## src/hw/rtl/mcek_pkg.sv

```systemverilog
`timescale 1ns / 1ps
`default_nettype none
// ----------------------------------------------------------------------------
// mcek_pkg
// Shared types and constants of the Edmonds-Karp minimum cut block.
// ----------------------------------------------------------------------------
package mcek_pkg;

	localparam int MAX_NODES_DEF   = 16;
	localparam int CAP_BITS_DEF    = 32;
	localparam int NODE_COUNT_W    = 5;
	localparam int NODE_NUM_W      = 5;
	localparam int COST_W          = 24;
	localparam int MAX_RESULTS     = 64;
	localparam int RESULT_CNT_W    = 7;
	localparam logic [NODE_COUNT_W-1:0] NODE_COUNT_RESET = 5'd16;
	localparam logic [NODE_COUNT_W-1:0] NODE_COUNT_MIN   = 5'd2;

	typedef enum logic [3:0] {
		ST_IDLE,
		ST_LD_RD,
		ST_LD_WR1,
		ST_LD_WR2,
		ST_BFS_INIT,
		ST_BFS_POP,
		ST_BFS_SCAN,
		ST_BFS_TAIL,
		ST_AUG_MIN,
		ST_AUG_RD,
		ST_AUG_SUB,
		ST_AUG_ADD,
		ST_CUT_SCAN,
		ST_CUT_FLUSH
	} mcek_state_t;

	typedef struct packed {
		logic                  valid;
		logic [NODE_NUM_W-1:0] src;
		logic [NODE_NUM_W-1:0] snk;
		logic                  last;
	} cut_item_t;

endpackage
`default_nettype wire

```

## src/hw/rtl/mcek_out_reg.sv

```systemverilog
`timescale 1ns / 1ps
`default_nettype none
// ----------------------------------------------------------------------------
// mcek_out_reg
// Result output register on the valid/stall channel.
// ----------------------------------------------------------------------------
module mcek_out_reg (
	input  wire logic                    clk,
	input  wire logic                    arst_n,
	input  wire logic                    push_en,
	input  wire mcek_pkg::cut_item_t     push_item,
	output      logic                    out_free,
	output      logic                    out_valid,
	input  wire logic                    out_stall,
	output      mcek_pkg::cut_item_t     item
);
	import mcek_pkg::*;

	logic      vld_q;
	cut_item_t item_q;

	assign out_free  = !vld_q || !out_stall;
	assign out_valid = vld_q;
	assign item      = item_q;

	always_ff @(posedge clk or negedge arst_n) begin
		if (!arst_n) begin
			vld_q <= 1'b0;
		end else if (push_en) begin
			vld_q <= 1'b1;
		end else if (!out_stall) begin
			vld_q <= 1'b0;
		end
	end

	always_ff @(posedge clk) begin
		if (push_en) begin
			item_q <= push_item;
		end
	end

endmodule
`default_nettype wire

```

## config.mk

```make
export PLATFORM = sky130hd
export DESIGN_NAME = mcek_out_reg
export DESIGN_NICKNAME = d
export VERILOG_FILES = /design/src/hw/rtl/mcek_pkg.sv /design/src/hw/rtl/mcek_out_reg.sv
export SDC_FILE = /design/constraint.sdc
export NUM_CORES = 1
export LEC_CHECK = 0
export BUFFER_PORTS_ARGS = -buffer_cell sky130_fd_sc_hd__buf_2
export CAP_MARGIN = 25
export CELL_PAD_IN_SITES_DETAIL_PLACEMENT = 0
export CELL_PAD_IN_SITES_GLOBAL_PLACEMENT = 2
export CORE_MARGIN = 4
export CORE_UTILIZATION = 26
export CTS_BUF_LIST = sky130_fd_sc_hd__clkbuf_4
export CTS_CLUSTER_DIAMETER = 80
export CTS_CLUSTER_SIZE = 12
export DETAILED_ROUTE_END_ITERATION = 10
export PLACE_DENSITY_LB_ADDON = 0.2
export SLEW_MARGIN = 0
export SYNTH_ARGS = -nofsm -noshare
export SYNTH_HDL_FRONTEND = slang
export SYNTH_SLANG_ARGS = --single-unit
```

## constraint.sdc

```tcl
create_clock -name clk -period 2.3 [get_ports clk]
set_clock_uncertainty 0.15 [all_clocks]
set_input_delay 0.46 -clock clk [delete_from_list [all_inputs] [get_ports clk]]
set_output_delay 0.46 -clock clk [all_outputs]
set_load 0.01 [all_outputs]
```

==> summary.txt <==
Run status
  – Outcome: finished, final reports clean

Place
  – Number of port buffers: 29
  – Dpl cells: 59
  – Gpl congestion: 0.608
  – Placed cell area: 561 um^2

Power and ir drop
  – Pwr Total: 475 uW
  – Max VDD drop: 359 uV
  – Leakage: 0.000272 uW
  – Power Density: 791 mW/mm^2

Worst setup path
  – Flop2flop setup slack: 1.51 ns
  – Crit. End Element: output pin
  – CP max FO: 3
  – Reg-to-Reg End: out_valid
  – Path depth of the worst reg2reg path: 1
  – Crit path capture: out_free
  – Setup crit start kind: register
  – Setup Crit Path Kind: reg -> out
  – Worst flop-to-flop path startpoint: out_valid
  – CP Launch Point: out_valid
  – WP data required: 1.69 ns
  – Arr. time, crit path: 0.82 ns

Global routing
  – Initial antenna violation count: 0
  – First-pass GRT wire length: 1270 um
  – Gr usage total: 8.54%
  – Vias in the first global route: 297
  – Largest net degree at the start of global routing: 14
  – Gr ovfl total: 0

Yosys
  – #FFs+latches synth: 13
  – Avg Inst Size Synth: 26.4 um^2
  – Post-synthesis cell type count: 4
  – Post-synthesis sequential area ratio: 97.2%
  – Synthesized netlist net count: 31
  – Synth top area cells: edfxtp_1 91%, dfrtp_1 6.3%, a21o_1 1.9%
  – Synth Warn #: 0
  – Largest area contributor in the netlist: edfxtp_1
  – Area share of the largest cell type after synthesis: 90.9%
  – Synthesized instance count: 15
  – Netlist Area Pre-Place: 397 um^2

Floorplanning
  – Starting Density: 29.0%
  – Die X: 47.1 um
  – Die Footprint: 0.00221 mm^2
  – Die height: 47.1 um
  – Core area: 0.00137 mm^2
  – Io pins: 30
  – # rows: 13

Timing
  – Setup tns final: 0 ns
  – Period utilization: 62.3%
  – Worst slew pin tran: 0.277 ns
  – Relative slew slack: 81.5%
  – Final hold violation count: 0
  – Hold slack: 0.215 ns
  – RSZ-0062 raised after global routing: false
  – Max Slew Vio Count: 0
  – # setup viols final: 0
  – Tmin final: 1.43 ns
  – Max Freq: 0.697 GHz

Final layout
  – Cell Count, Final, Fillers Out: 64
  – Commonest non-fill, non-tap cell in the layout: buf_2
  – Most frequent cells in the layout: 29 x buf_2, 12 x edfxtp_1, 4 x clkbuf_4
  – Multi-input logic area: 11.3 um^2
  – Layout overhead on the synthesized area: 51.4%
  – Layout cells sized above 1: 67.3%
  – Fill cells: 134
  – Layout Nets: 66
  – Antenna Cells: 0
  – Post-route cell area: 601 um^2
  – Register Area: 385 um^2

Detailed routing
  – Via count: 270
  – # DRC: 0
  – WL per Instance: 13.5 um
  – Antenna Nets Post-Route: 0
  – First-pass DRT Iterations: 2
  – Drt via density: 4.22
  – Iter 0 DRT Violations: 1
  – Final wirelength: 866 um

Clock network
  – CTS sink cnt: 13
  – H-tree levels: 1
  – Cts hold-fix bufs: 1
  – Post-CTS sizing: 0
  – CTS Buf Count: 3
  – Skew-Pair Late Insertion Delay: 0.26 ns
  – Clk root buf: clkbuf_4
  – CTS max path bufs: 2
  – CTS tree: yes
  – Clock transition at path regs: 0.08 ns
  – Postcts setup bufs: 0

Worst hold path
  – Min-Delay Path Class: in -> reg

Flow run
  – Maxcap violations: 0
==> through the flow <==
stage | setup slack [ns] | util (%)
6_report | 0.866 | 44.0
5_1_grt | 0.808 | 44.0
4_1_cts | 0.851 | 44.0
3_5_place_dp | 0.947 | 41.0
3_3_place_gp | 0.960 | 41.0
2_1_floorplan | 1.14 | -
==> worst min-delay path by stage <==
| stage | startpoint | end | slack [ns] | cells after the start |
|---|---|---|---|---|
| after floorplan | arst_n | out_valid | 0.01 | 0 |
| after global placement | arst_n | out_valid | 0.08 | 1 |
| after detailed placement | arst_n | out_valid | 0.09 | 1 |
| after CTS | push_item[4] | item[4] | 0.21 | 1 |
| after global routing | push_item[8] | item[8] | 0.20 | 1 |
| final | push_item[8] | item[8] | 0.21 | 1 |
==> state kept, by name (all words and copies together), names as in the netlist <==
signal and cells:
item 12, out_valid 1
==> metal layers <==
metal / GRT usage (%) / wire length (um) / share of wire, % / vias to the layer above
met1: 6.78 / 217 / 25 / 130
met4: 3.31 / 0 / 0 / 0
met5: 0 / 0 / 0 / -
met2: 18.2 / 559 / 65 / 14
li1: - / - / - / 126
met3: 2.68 / 89 / 10 / 0
==> cell type report <==
cell class,count,area share (%)
sequential,13,64.2
tap,15,3.13
multi-input combinational,2,1.88
clock buffer,4,5.00
timing repair buffer,30,25.8
==> logic make-up (layout without fill, tap and decap cells) <==
group / after synthesis / in the layout / share of synthesized area [%]
buf+inv: 0 / 34 / 0
simple gates: 1 / 1 / 0.945
compound gates: 1 / 1 / 1.89
flops: 13 / 13 / 97.2
==> critical path, stage by stage (launching register included) <==
cell     delay [ns]
dfrtp_1        0.39
nand2_1        0.06
buf_2          0.12
==> cells in the mapped netlist (all sizes together) <==
library cell / n
dfrtp: 1
a21o: 1
edfxtp: 12
nand2: 1
==> power by group <==
part	internal [uW]	leakage [uW]	switching (uW)
registers	278	0.000128	4.26
logic	23.2	0.000125	24.9
clock network	78.7	0.0000184	65.9
total	380	0.000272	95.1
Power figures use the tool's default switching activity.
