<file path="config.mk">
export PLATFORM = sky130hd
export DESIGN_NAME = mcek_ctrl
export DESIGN_NICKNAME = d
export VERILOG_FILES = /design/src/hw/rtl/mcek_pkg.sv /design/src/hw/rtl/mcek_ctrl.sv
export SDC_FILE = /design/constraint.sdc
export NUM_CORES = 1
export LEC_CHECK = 0
export ABC_CLOCK_PERIOD_IN_PS = 5800
export BUFFER_PORTS_ARGS = -buffer_cell sky130_fd_sc_hd__clkbuf_2
export CORE_ASPECT_RATIO = 1.25
export CORE_MARGIN = 2
export CORE_UTILIZATION = 60
export CTS_CLUSTER_SIZE = 10
export DETAILED_ROUTE_END_ITERATION = 10
export GPL_ROUTABILITY_DRIVEN = 0
export PLACE_DENSITY_LB_ADDON = 0.05
export SLEW_MARGIN = 0
export SYNTH_ARGS = -nofsm -noshare
export SYNTH_HDL_FRONTEND = slang
export SYNTH_SLANG_ARGS = --single-unit
</file>
<file path="constraint.sdc">
create_clock -name clk -period 5.8 [get_ports clk]
set_input_delay 0.58 -clock clk [delete_from_list [all_inputs] [get_ports clk]]
set_output_delay 0.58 -clock clk [all_outputs]
set_load 0.01 [all_outputs]
</file>
<file path="src/hw/rtl/mcek_pkg.sv">
`timescale 1ns / 1ps
`default_nettype none
// ----------------------------------------------------------------------------
// mcek_pkg
// Shared types and constants of the Edmonds-Karp minimum cut block.
// ----------------------------------------------------------------------------
package mcek_pkg;

	localparam int MAX_NODES_DEF   = 16;
	localparam int CAP_BITS_DEF    = 32;
	localparam int NODE_COUNT_W    = 5;
	localparam int NODE_NUM_W      = 5;
	localparam int COST_W          = 24;
	localparam int MAX_RESULTS     = 64;
	localparam int RESULT_CNT_W    = 7;
	localparam logic [NODE_COUNT_W-1:0] NODE_COUNT_RESET = 5'd16;
	localparam logic [NODE_COUNT_W-1:0] NODE_COUNT_MIN   = 5'd2;

	typedef enum logic [3:0] {
		ST_IDLE,
		ST_LD_RD,
		ST_LD_WR1,
		ST_LD_WR2,
		ST_BFS_INIT,
		ST_BFS_POP,
		ST_BFS_SCAN,
		ST_BFS_TAIL,
		ST_AUG_MIN,
		ST_AUG_RD,
		ST_AUG_SUB,
		ST_AUG_ADD,
		ST_CUT_SCAN,
		ST_CUT_FLUSH
	} mcek_state_t;

	typedef struct packed {
		logic                  valid;
		logic [NODE_NUM_W-1:0] src;
		logic [NODE_NUM_W-1:0] snk;
		logic                  last;
	} cut_item_t;

endpackage
`default_nettype wire

</file>
<file path="src/hw/rtl/mcek_ctrl.sv">
`timescale 1ns / 1ps
`default_nettype none
// ----------------------------------------------------------------------------
// mcek_ctrl
// Sequencer: edge loading, BFS, path augmentation and cut listing around
// the capacity memory.
// ----------------------------------------------------------------------------
module mcek_ctrl #(
	parameter int MAX_NODES = 16,
	parameter int CAP_BITS  = 32,
	parameter int NW        = 4
) (
	input  wire logic                              clk,
	input  wire logic                              arst_n,
	input  wire logic                              in_valid,
	output      logic                              in_stall,
	input  wire logic                              edge_present,
	input  wire logic [mcek_pkg::NODE_NUM_W-1:0]   first_node,
	input  wire logic [mcek_pkg::NODE_NUM_W-1:0]   second_node,
	input  wire logic [mcek_pkg::COST_W-1:0]       edge_cost,
	input  wire logic                              final_edge,
	input  wire logic [mcek_pkg::NODE_COUNT_W-1:0] node_count,
	output      logic                              mem_clear,
	output      logic                              mem_rd_en,
	output      logic [2*NW-1:0]                   mem_rd_addr,
	output      logic                              mem_wr_en,
	output      logic [2*NW-1:0]                   mem_wr_addr,
	output      logic [CAP_BITS-1:0]               mem_wr_data,
	input  wire logic [CAP_BITS-1:0]               mem_rd_data,
	output      logic                              push_en,
	output      mcek_pkg::cut_item_t               push_item,
	input  wire logic                              out_free
);
	import mcek_pkg::*;

	localparam int SW = ((CAP_BITS > COST_W) ? CAP_BITS : COST_W) + 1;
	localparam logic [CAP_BITS-1:0] CAP_MAX = '1;
	localparam logic [NW:0] NODES_LIM = (NW+1)'(MAX_NODES);

	function automatic logic [CAP_BITS-1:0] sat_add(input logic [CAP_BITS-1:0] a,
			input logic [SW-1:0] b);
		logic [SW:0] sum;
		sum = (SW+1)'(a) + (SW+1)'(b);
		if (sum > (SW+1)'(CAP_MAX)) begin
			return CAP_MAX;
		end
		return sum[CAP_BITS-1:0];
	endfunction

	mcek_state_t state_q, state_d;

	logic [MAX_NODES-1:0] nbr_q [MAX_NODES];
	logic [NW-1:0]        parent_q [MAX_NODES];
	logic [NW-1:0]        fifo_q [MAX_NODES];
	logic [MAX_NODES-1:0] seen_q;
	logic [NW-1:0]        a_q, b_q, nlast_q, cur_q, nb_q, s_q, t_q;
	logic [NW:0]          head_q, tail_q, steps_q;
	logic [COST_W-1:0]    cost_q;
	logic [CAP_BITS-1:0]  push_q;
	logic                 final_q, case_open_q, pend_v_q;
	logic [RESULT_CNT_W-1:0] count_q;
	cut_item_t            pend_q;
	logic                 chk_s1, mchk_s1;
	logic [NW-1:0]        nb_s1;

	logic [NODE_COUNT_W-1:0] nn;
	logic                 edge_ok, in_acc, walk_go, bfs_hit, cut_hit, scan_hold;
	logic [NW-1:0]        par_cur;
	cut_item_t            hit_item;

	always_comb begin
		if (node_count < NODE_COUNT_MIN) begin
			nn = NODE_COUNT_MIN;
		end else if (node_count > NODE_COUNT_W'(MAX_NODES)) begin
			nn = NODE_COUNT_W'(MAX_NODES);
		end else begin
			nn = node_count;
		end
	end

	assign edge_ok = edge_present && (first_node != '0) && (first_node <= nn)
			&& (second_node != '0) && (second_node <= nn);
	assign in_acc  = in_valid && (state_q == ST_IDLE);
	assign par_cur = parent_q[cur_q];
	assign walk_go = (cur_q != '0) && (steps_q < NODES_LIM);
	assign bfs_hit = chk_s1 && nbr_q[cur_q][nb_s1] && !seen_q[nb_s1]
			&& (mem_rd_data != '0) && (tail_q < NODES_LIM);
	assign cut_hit = seen_q[s_q] && nbr_q[s_q][t_q] && !seen_q[t_q]
			&& (count_q < RESULT_CNT_W'(MAX_RESULTS));
	assign scan_hold = cut_hit && pend_v_q && !out_free;

	always_comb begin
		hit_item.valid = 1'b1;
		hit_item.src   = NODE_NUM_W'(s_q) + NODE_NUM_W'(1);
		hit_item.snk   = NODE_NUM_W'(t_q) + NODE_NUM_W'(1);
		hit_item.last  = 1'b0;
	end

	// next state
	always_comb begin
		state_d = state_q;
		unique case (state_q)
			ST_IDLE: begin
				if (in_valid) begin
					if (edge_ok) begin
						state_d = ST_LD_RD;
					end else if (final_edge) begin
						state_d = ST_BFS_INIT;
					end
				end
			end
			ST_LD_RD:    state_d = ST_LD_WR1;
			ST_LD_WR1:   state_d = ST_LD_WR2;
			ST_LD_WR2:   state_d = final_q ? ST_BFS_INIT : ST_IDLE;
			ST_BFS_INIT: state_d = ST_BFS_POP;
			ST_BFS_POP: begin
				if (head_q < tail_q) begin
					state_d = ST_BFS_SCAN;
				end else if (seen_q[1]) begin
					state_d = ST_AUG_MIN;
				end else begin
					state_d = ST_CUT_SCAN;
				end
			end
			ST_BFS_SCAN: state_d = (nb_q == nlast_q) ? ST_BFS_TAIL : ST_BFS_SCAN;
			ST_BFS_TAIL: state_d = ST_BFS_POP;
			ST_AUG_MIN:  state_d = walk_go ? ST_AUG_MIN : ST_AUG_RD;
			ST_AUG_RD:   state_d = walk_go ? ST_AUG_SUB : ST_BFS_INIT;
			ST_AUG_SUB:  state_d = ST_AUG_ADD;
			ST_AUG_ADD:  state_d = ST_AUG_RD;
			ST_CUT_SCAN: begin
				if (!scan_hold && (t_q == nlast_q) && (s_q == nlast_q)) begin
					state_d = ST_CUT_FLUSH;
				end
			end
			ST_CUT_FLUSH: state_d = out_free ? ST_IDLE : ST_CUT_FLUSH;
			default:     state_d = ST_IDLE;
		endcase
	end

	// outputs
	always_comb begin
		in_stall    = 1'b1;
		mem_clear   = 1'b0;
		mem_rd_en   = 1'b0;
		mem_rd_addr = '0;
		mem_wr_en   = 1'b0;
		mem_wr_addr = '0;
		mem_wr_data = '0;
		push_en     = 1'b0;
		push_item   = pend_q;
		unique case (state_q)
			ST_IDLE: begin
				in_stall  = 1'b0;
				mem_clear = in_valid && !case_open_q;
			end
			ST_LD_RD: begin
				mem_rd_en   = 1'b1;
				mem_rd_addr = {a_q, b_q};
			end
			ST_LD_WR1: begin
				mem_wr_en   = 1'b1;
				mem_wr_addr = {a_q, b_q};
				mem_wr_data = sat_add(mem_rd_data, SW'(cost_q));
				mem_rd_en   = 1'b1;
				mem_rd_addr = {b_q, a_q};
			end
			ST_LD_WR2: begin
				mem_wr_en   = 1'b1;
				mem_wr_addr = {b_q, a_q};
				mem_wr_data = sat_add(mem_rd_data, SW'(cost_q));
			end
			ST_BFS_SCAN: begin
				mem_rd_en   = 1'b1;
				mem_rd_addr = {cur_q, nb_q};
			end
			ST_AUG_MIN, ST_AUG_RD: begin
				mem_rd_en   = walk_go;
				mem_rd_addr = {par_cur, cur_q};
			end
			ST_AUG_SUB: begin
				mem_wr_en   = 1'b1;
				mem_wr_addr = {par_cur, cur_q};
				mem_wr_data = mem_rd_data - push_q;
				mem_rd_en   = 1'b1;
				mem_rd_addr = {cur_q, par_cur};
			end
			ST_AUG_ADD: begin
				mem_wr_en   = 1'b1;
				mem_wr_addr = {cur_q, par_cur};
				mem_wr_data = sat_add(mem_rd_data, SW'(push_q));
			end
			ST_CUT_SCAN: begin
				push_en = cut_hit && pend_v_q && out_free;
			end
			ST_CUT_FLUSH: begin
				push_en = out_free;
				if (pend_v_q) begin
					push_item.last = 1'b1;
				end else begin
					push_item = '{valid: 1'b0, src: '0, snk: '0, last: 1'b1};
				end
			end
			default: ;
		endcase
	end

	always_ff @(posedge clk or negedge arst_n) begin
		if (!arst_n) begin
			state_q     <= ST_IDLE;
			case_open_q <= 1'b0;
			chk_s1      <= 1'b0;
			mchk_s1     <= 1'b0;
			pend_v_q    <= 1'b0;
			for (int i = 0; i < MAX_NODES; i++) begin
				nbr_q[i] <= '0;
			end
		end else begin
			state_q <= state_d;
			chk_s1  <= (state_q == ST_BFS_SCAN);
			mchk_s1 <= (state_q == ST_AUG_MIN) && walk_go;
			if (in_acc) begin
				case_open_q <= !final_edge;
				if (!case_open_q) begin
					for (int i = 0; i < MAX_NODES; i++) begin
						nbr_q[i] <= '0;
					end
				end
			end
			// one direction per cycle; a self loop sets the same bit in both states
			if (state_q == ST_LD_RD) begin
				nbr_q[a_q][b_q] <= 1'b1;
			end
			if (state_q == ST_LD_WR1) begin
				nbr_q[b_q][a_q] <= 1'b1;
			end
			if ((state_q == ST_BFS_POP) && (state_d == ST_CUT_SCAN)) begin
				pend_v_q <= 1'b0;
			end else if ((state_q == ST_CUT_SCAN) && cut_hit && !scan_hold) begin
				pend_v_q <= 1'b1;
			end
		end
	end

	// datapath registers
	always_ff @(posedge clk) begin
		if (in_acc) begin
			a_q     <= NW'(first_node - NODE_NUM_W'(1));
			b_q     <= NW'(second_node - NODE_NUM_W'(1));
			cost_q  <= edge_cost;
			final_q <= final_edge;
			nlast_q <= NW'(nn - NODE_COUNT_W'(1));
		end
		if (bfs_hit) begin
			seen_q[nb_s1]                <= 1'b1;
			parent_q[nb_s1]              <= cur_q;
			fifo_q[tail_q[NW-1:0]]       <= nb_s1;
			tail_q                       <= tail_q + (NW+1)'(1);
		end
		nb_s1 <= nb_q;
		if (mchk_s1 && (mem_rd_data < push_q)) begin
			push_q <= mem_rd_data;
		end
		unique case (state_q)
			ST_BFS_INIT: begin
				seen_q    <= MAX_NODES'(1);
				fifo_q[0] <= '0;
				head_q    <= '0;
				tail_q    <= (NW+1)'(1);
			end
			ST_BFS_POP: begin
				head_q  <= head_q + (NW+1)'(1);
				nb_q    <= '0;
				cur_q   <= (head_q < tail_q) ? fifo_q[head_q[NW-1:0]] : NW'(1);
				steps_q <= '0;
				push_q  <= CAP_MAX;
				s_q     <= '0;
				t_q     <= '0;
				count_q <= '0;
			end
			ST_BFS_SCAN: begin
				nb_q <= nb_q + NW'(1);
			end
			ST_AUG_MIN: begin
				if (walk_go) begin
					cur_q   <= par_cur;
					steps_q <= steps_q + (NW+1)'(1);
				end else begin
					cur_q   <= NW'(1);
					steps_q <= '0;
				end
			end
			ST_AUG_ADD: begin
				cur_q   <= par_cur;
				steps_q <= steps_q + (NW+1)'(1);
			end
			ST_CUT_SCAN: begin
				if (!scan_hold) begin
					if (cut_hit) begin
						pend_q  <= hit_item;
						count_q <= count_q + RESULT_CNT_W'(1);
					end
					if (t_q == nlast_q) begin
						t_q <= '0;
						s_q <= s_q + NW'(1);
					end else begin
						t_q <= t_q + NW'(1);
					end
				end
			end
			default: ;
		endcase
	end

endmodule
`default_nettype wire

</file>
==> impl_metrics.yaml, run 1 <==
worst_setup_path:
  critical_path.slowest_cell: "a21o_1"
  cp-end-kind: "output pin"
  path_cells: "ha_1 -> inv_1 -> fa_1 -> o21bai_1 -> a21oi_1 -> o21ai_0 -> a221o_1 -> a21oi_1 -> o21ai_1 -> o21ai_0 -> a21o_1 -> buf_4 -> nand2_1 -> a21o_1 -> clkbuf_2"
  path_class: "flip-flop to output pin"
  worstPathRequired_ns: 5.22
  slowest_delay_ns: 0.47
  crit_path_start: "push_q[0]$_SDFFE_PP1P_"
  crit_family: "compound AO/OA/AOI/OAI gates"
  path_buf_inv: 3
  r2r_start: "push_q[8]$_SDFFE_PP1P_"
  cp_max_fo: 19
  startpoint_type: "flip-flop"
  arrival_ns: 4.41
hold_path:
  min_path_type: "input port to asynchronous set/reset pin"
synth:
  ys_seq_area_share_pct: 44.2
  avgSynthCellArea_um2: 10.9
  syn_nets: 3133
  synth_area_leader_cell: "dfrtp_1"
  synth_top_area_share_pct: 20.7
  synth_area_leaders: "dfrtp_1, edfxtp_1, mux4_2"
  ys_top_cells_by_count: "nand2_1, dfrtp_1, o221ai_1"
  yosys_warnings: 0
  synthArstFlopShare_pct: 49.2
  syn-cell-area_mm2: 0.0319
  ys_ff_latch: 537
  synth_most_common_cell: "nand2_1"
  synth-edff-count: 204
  synthFlopType: "dfrtp_1"
  ys_types: 74
  syn_inst: 2936
place:
  dp_hpwl_um: 68100
  portBuffers: 141
  postPlaceCellArea_mm2: 0.0329
  pre_cts_slack_ns: 1.12
final_layout:
  final_nets: 3137
  fill_cells: 4086
  syn_to_final_growth_pct: 8.88
  design_area_mm2: 0.0347
  drive_gt1_share_pct: 16.8
sta:
  slew_violations: 0
  min_period_over_period_pct: 86.1
  timing.fmax_mhz: 200
  rsz0062_at_grt: "false"
  tightest_slew_ns: 1.35
  finClkSkew_ns: 0.0341
  fin_hold_ws_ns: -0.0335
  final.setup.tns_ns: 0
  hold_viol_final: 19
  period_needed_ns: 4.99
  fin_ws_ns: 0.805
  slew_headroom_pct: 9.98
  finalSetupViolCount: 0
routing:
  wl_per_cell_um: 28.5
  drcViolationCount: 0
  wl_um: 104000
  antenna_left: 0
  drtIter0Drc: 3181
  vias: 26400
  routed_via_density: 7.21
  drt_pre_antenna_iters: 6
clock_network:
  cts_setup_buffers: 0
  cts_resized: 0
  cts_buffers: 61
  clkSlewWorstSetupHoldPaths_ns: 0.06
  clock-sinks: 537
  clk_latency_ns: 0.67
  cts_hold_buf: 0
  clk_path_buf_depth: 3
  cts-root-buf: "clkbuf_16"
  htree_levels: 2
  cts_tree: "built"
floorplanning:
  num_io_pins: 142
  coreArea_mm2: 0.0526
  die_x_um: 210
  initial_core_util_pct: 60.7
  die_area_mm2: 0.0551
  fp.dieH_um: 262
  num_rows: 94
grt:
  grt_max_degree: 112
  grt.total_usage_pct: 38.2
  antenna_found_initial: 4
  first_global_vias: 26900
  grt_pass1_wl_um: 160000
  overflow: 0
power:
  power.leakage_uw: 0.0139
  finalPower_uw: 18000
  ir_worst_vdd_uv: 311
  p_per_area_mw_per_mm2: 518
run_status:
  run_status: "complete, but fails checks"
  violations: "negative hold slack"
job:
  cap_viol_max_count: 0
-- cell type report --
type	count	area, µm²	area share, %
Multi-Input combinational cell	2039	16400	47.2
Timing Repair Buffer	193	1170	3.36
Antenna cell	5	12.5	0.0360
Tap cell	672	841	2.42
Clock buffer	100	1700	4.90
Sequential cell	537	14100	40.6
Clock inverter	7	111	0.321
Inverter	108	405	1.17
-- path summary, 6_finish.rpt --
path	cells after the start	slack, ns	endpoint
max	15	0.81	mem_wr_data[18]
min	1	-0.03	nbr_q[198]$_DFF_PN0_
max reg2reg	13	1.73	push_q[1]$_SDFFE_PP1P_
min reg2reg	2	0.46	fifo_q[0][2]$_SDFFE_PP0P_
max in group asynchronous	2	4.29	nbr_q[73]$_DFF_PN0_
min in group clk	1	0.09	cost_q[22]$_DFFE_PP_
-- placed cells by master (no fill, tap or decap), drive strengths merged, types with 10 or more instances in the layout --
cell type	instances
nor4	22
buf	53
o22ai	17
o21a	15
a221o	10
mux2i	23
o31ai	23
mux4	204
a31oi	19
nor3	41
nand2	450
dfxtp	69
nor2b	39
edfxtp	204
nand2b	25
a22oi	32
nand3	63
a211oi	17
xnor2	36
nor2	154
o21ai	103
nand4	18
xor2	28
a21oi	110
o211ai	40
and3	22
inv	107
clkbuf	240
o21bai	18
dfrtp	264
o221ai	246
o2111ai	10
ha	117
and2	10
a22o	14
a21o	25
-- metal layers --
metal | vias up | wire (µm) | share of wire, % | GRT usage [%]
li1 | 11300 | - | - | -
met1 | 13000 | 36200 | 35 | 45.4
met2 | 1627 | 50200 | 48 | 63.5
met3 | 454 | 10600 | 10 | 8.28
met4 | 2 | 7420 | 7.1 | 25.1
met5 | - | 11 | 0.011 | 0
-- where the power goes --
group / internal (µW) / switching, µW / total, µW / leakage (µW)
clock: 2040 / 1580 / 3610 / 0.000870
combinational: 3660 / 4210 / 7860 / 0.00734
sequential: 5310 / 1220 / 6530 / 0.00572
-- metrics by stage --
step	cells	util, %
floorplan	2936	-
global placement	3549	62.6
detailed placement	3549	62.6
CTS	3656	66.1
global route	3656	66.1
finish	3661	66.1
-- registers in the layout, summed over array words and instances, names as in the netlist, 5 cells and up, named ones only --
name,flops
parent_q,64
head_q,5
count_q,7
seen_q,16
tail_q,5
push_q,32
pend_q,10
fifo_q,64
steps_q,5
nbr_q,256
cost_q,24
-- kinds of logic after synthesis --
| logic type | synth area share, % |
|---|---|
| xor gates and xnor gates | 1.76 |
| and+or+nand+nor | 12.1 |
| adders and majority gates | 4.78 |
| DFF | 44.2 |
| muxes | 15.4 |
| AOI/OAI and AO/OA | 17.2 |
| buffers and inverters | 4.55 |
Note: power is estimated with default switching activity, not from simulation.
==> run 2, diff against run 1 <==
==> constraint.sdc (replaced) <==
create_clock -name clk -period 5.8 [get_ports clk]
set_input_delay 1.16 -clock clk [delete_from_list [all_inputs] [get_ports clk]]
set_output_delay 1.16 -clock clk [all_outputs]
set_load 0.01 [all_outputs]
==> run 2 against run 1 <==
Against the previous run: the run now ends clean; flip-flop and latch count is the same; worst hold slack gained 0.50 ns; maximum frequency shrank 13%; die area is the same; utilization grew 0.32 points; count of clock-buffer cells in the layout grew 6; combinational power grew 0.5%; first-iteration DRC count grew 9.9%; cell area grew 0.48%; global-route usage grew 0.13 points; critical path depth shrank 3; sequential share of layout area shrank 0.19 points; critical path type is now input port to output pin; critical endpoint is now mem_wr_data[31]; largest power group unchanged.
==> impl_metrics.yaml, run 2 (synthesis gave the netlist of run 1 again) <==
run_status:
  run_status: "finished, final reports clean"
clock_network:
  cts_tree: "built"
  clkSlewWorstSetupHoldPaths_ns: 0.06
  clk_latency_ns: 0.65
  cts_hold_buf: 0
  cts_resized: 0
  clk_path_buf_depth: 3
  cts-root-buf: "clkbuf_16"
  clock-sinks: 537
  cts_setup_buffers: 0
  cts_buffers: 61
  htree_levels: 2
place:
  portBuffers: 141
  pre_cts_slack_ns: 0.219
  dp_hpwl_um: 68600
grt:
  grt_pass1_wl_um: 159000
  grt.total_usage_pct: 38.4
  grt_max_degree: 218
  first_global_vias: 26500
  antenna_found_initial: 3
  overflow: 0
floorplanning:
  die_x_um: 210
  die_area_mm2: 0.0551
  num_io_pins: 142
  initial_core_util_pct: 60.7
  fp.dieH_um: 262
  num_rows: 94
  coreArea_mm2: 0.0526
final_layout:
  layout_commonest_cell: "nand2_1"
  reg.largest.list: "nbr_q (256), fifo_q (64), parent_q (64)"
  syn_to_final_growth_pct: 9.40
  largest_register: "nbr_q"
  final_nets: 3149
  multi_input_area_mm2: 0.0164
  largest_register_ffs: 256
  drive_gt1_share_pct: 17.2
  seqCellArea_mm2: 0.0141
  fill_cells: 3993
  layout_common_cells: "nand2_1, dfrtp_1, o221ai_1"
worst_setup_path:
  cp_max_fo: 7
  crit_path_start: "mem_rd_data[14]"
  r2r_start: "cur_q[0]$_DFFE_PN_"
  path_class: "input port to output pin"
  arrival_ns: 4.55
  cp-end-kind: "output pin"
  worstPathRequired_ns: 4.64
  startpoint_type: "input port"
sta:
  fin_ws_ns: 0.0909
  rsz0062_at_grt: "false"
  timing.fmax_mhz: 175
  min_period_over_period_pct: 98.4
  slew_violations: 0
  hold_viol_final: 0
  fin_hold_ws_ns: 0.464
  period_needed_ns: 5.71
  final.setup.tns_ns: 0
  finClkSkew_ns: 0.0416
  slew_headroom_pct: 9.67
  finalSetupViolCount: 0
  tightest_slew_ns: 1.35
routing:
  drcViolationCount: 0
  routed_via_density: 7.29
  antenna_left: 0
  drt_pre_antenna_iters: 8
  wl_um: 105000
  vias: 26800
  drtIter0Drc: 3495
  wl_per_cell_um: 28.6
power:
  finalPower_uw: 18100
  p_per_area_mw_per_mm2: 519
  ir_worst_vdd_uv: 395
  power.leakage_uw: 0.0140
job:
  cap_viol_max_count: 0
hold_path:
  holdCritStartpoint: "fifo_q[0][3]$_SDFFE_PP0P_"
  min_path_type: "flip-flop to flip-flop"
-- run 2: changes by cell type in the layout (fill, tap and decap cells not counted), sizes merged --
cell	previous run	this run
diode	5	3
clkbuf	240	246
clkinvlp	0	1
buf	53	65
clkinv	7	2
-- run 2: area by class of cell --
class	instances	share of cell area, %
clock inverter	3	0.133
antenna	3	0.0215
timing repair buffer	205	3.78
clock buffer	106	5.09
multi-input combinational	2039	47.0
tap	672	2.41
inverter	108	1.16
sequential	537	40.4
-- run 2: worst max-delay path: stages --
cell and delay [ns]:
clkbuf_2 0.15, ha_1 0.45, nand4_1 0.21, nor4_1 0.44, nand4_1 0.39, a41oi_1 0.37
nor2_1 0.09, a21oi_1 0.42, nor2_1 0.07, or4_1 0.51, nand4_1 0.13, clkbuf_2 0.15
-- run 2: routing by layer --
| metal | up-vias | wire [µm] | GRT usage (%) |
|---|---|---|---|
| li1 | 11300 | - | - |
| met1 | 13100 | 36300 | 46.5 |
| met2 | 1815 | 50000 | 63.3 |
| met3 | 488 | 10800 | 7.35 |
| met4 | 2 | 7930 | 25.2 |
| met5 | - | 9 | 0 |
-- run 2: worst paths after layout --
| check | endpoint | slack [ns] | cells past startpoint |
|---|---|---|---|
| max | mem_wr_data[31] | 0.09 | 12 |
| min | fifo_q[0][3]$_SDFFE_PP0P_ | 0.46 | 2 |
| max reg2reg | seen_q[0]$_SDFFE_PP1P_ | 1.61 | 11 |
| min reg2reg | fifo_q[0][3]$_SDFFE_PP0P_ | 0.46 | 2 |
| max in group asynchronous | nbr_q[121]$_DFF_PN0_ | 4.05 | 2 |
| min in group asynchronous | nbr_q[186]$_DFF_PN0_ | 0.54 | 1 |
-- run 2: metrics by stage --
step | util [%] | area (µm²) | instances
after global routing | 66.4 | 34900 | 3670
final | 66.4 | 34900 | 3673
after detailed placement | 62.9 | 33100 | 3561
after global placement | 62.9 | 33100 | 3561
after CTS | 66.4 | 34900 | 3670
after floorplan | - | 31900 | 2936
-- run 2: where the power goes --
part           switching, µW  internal [µW]
combinational           4160           3730
sequential              1270           5310
clock                   1550           2090
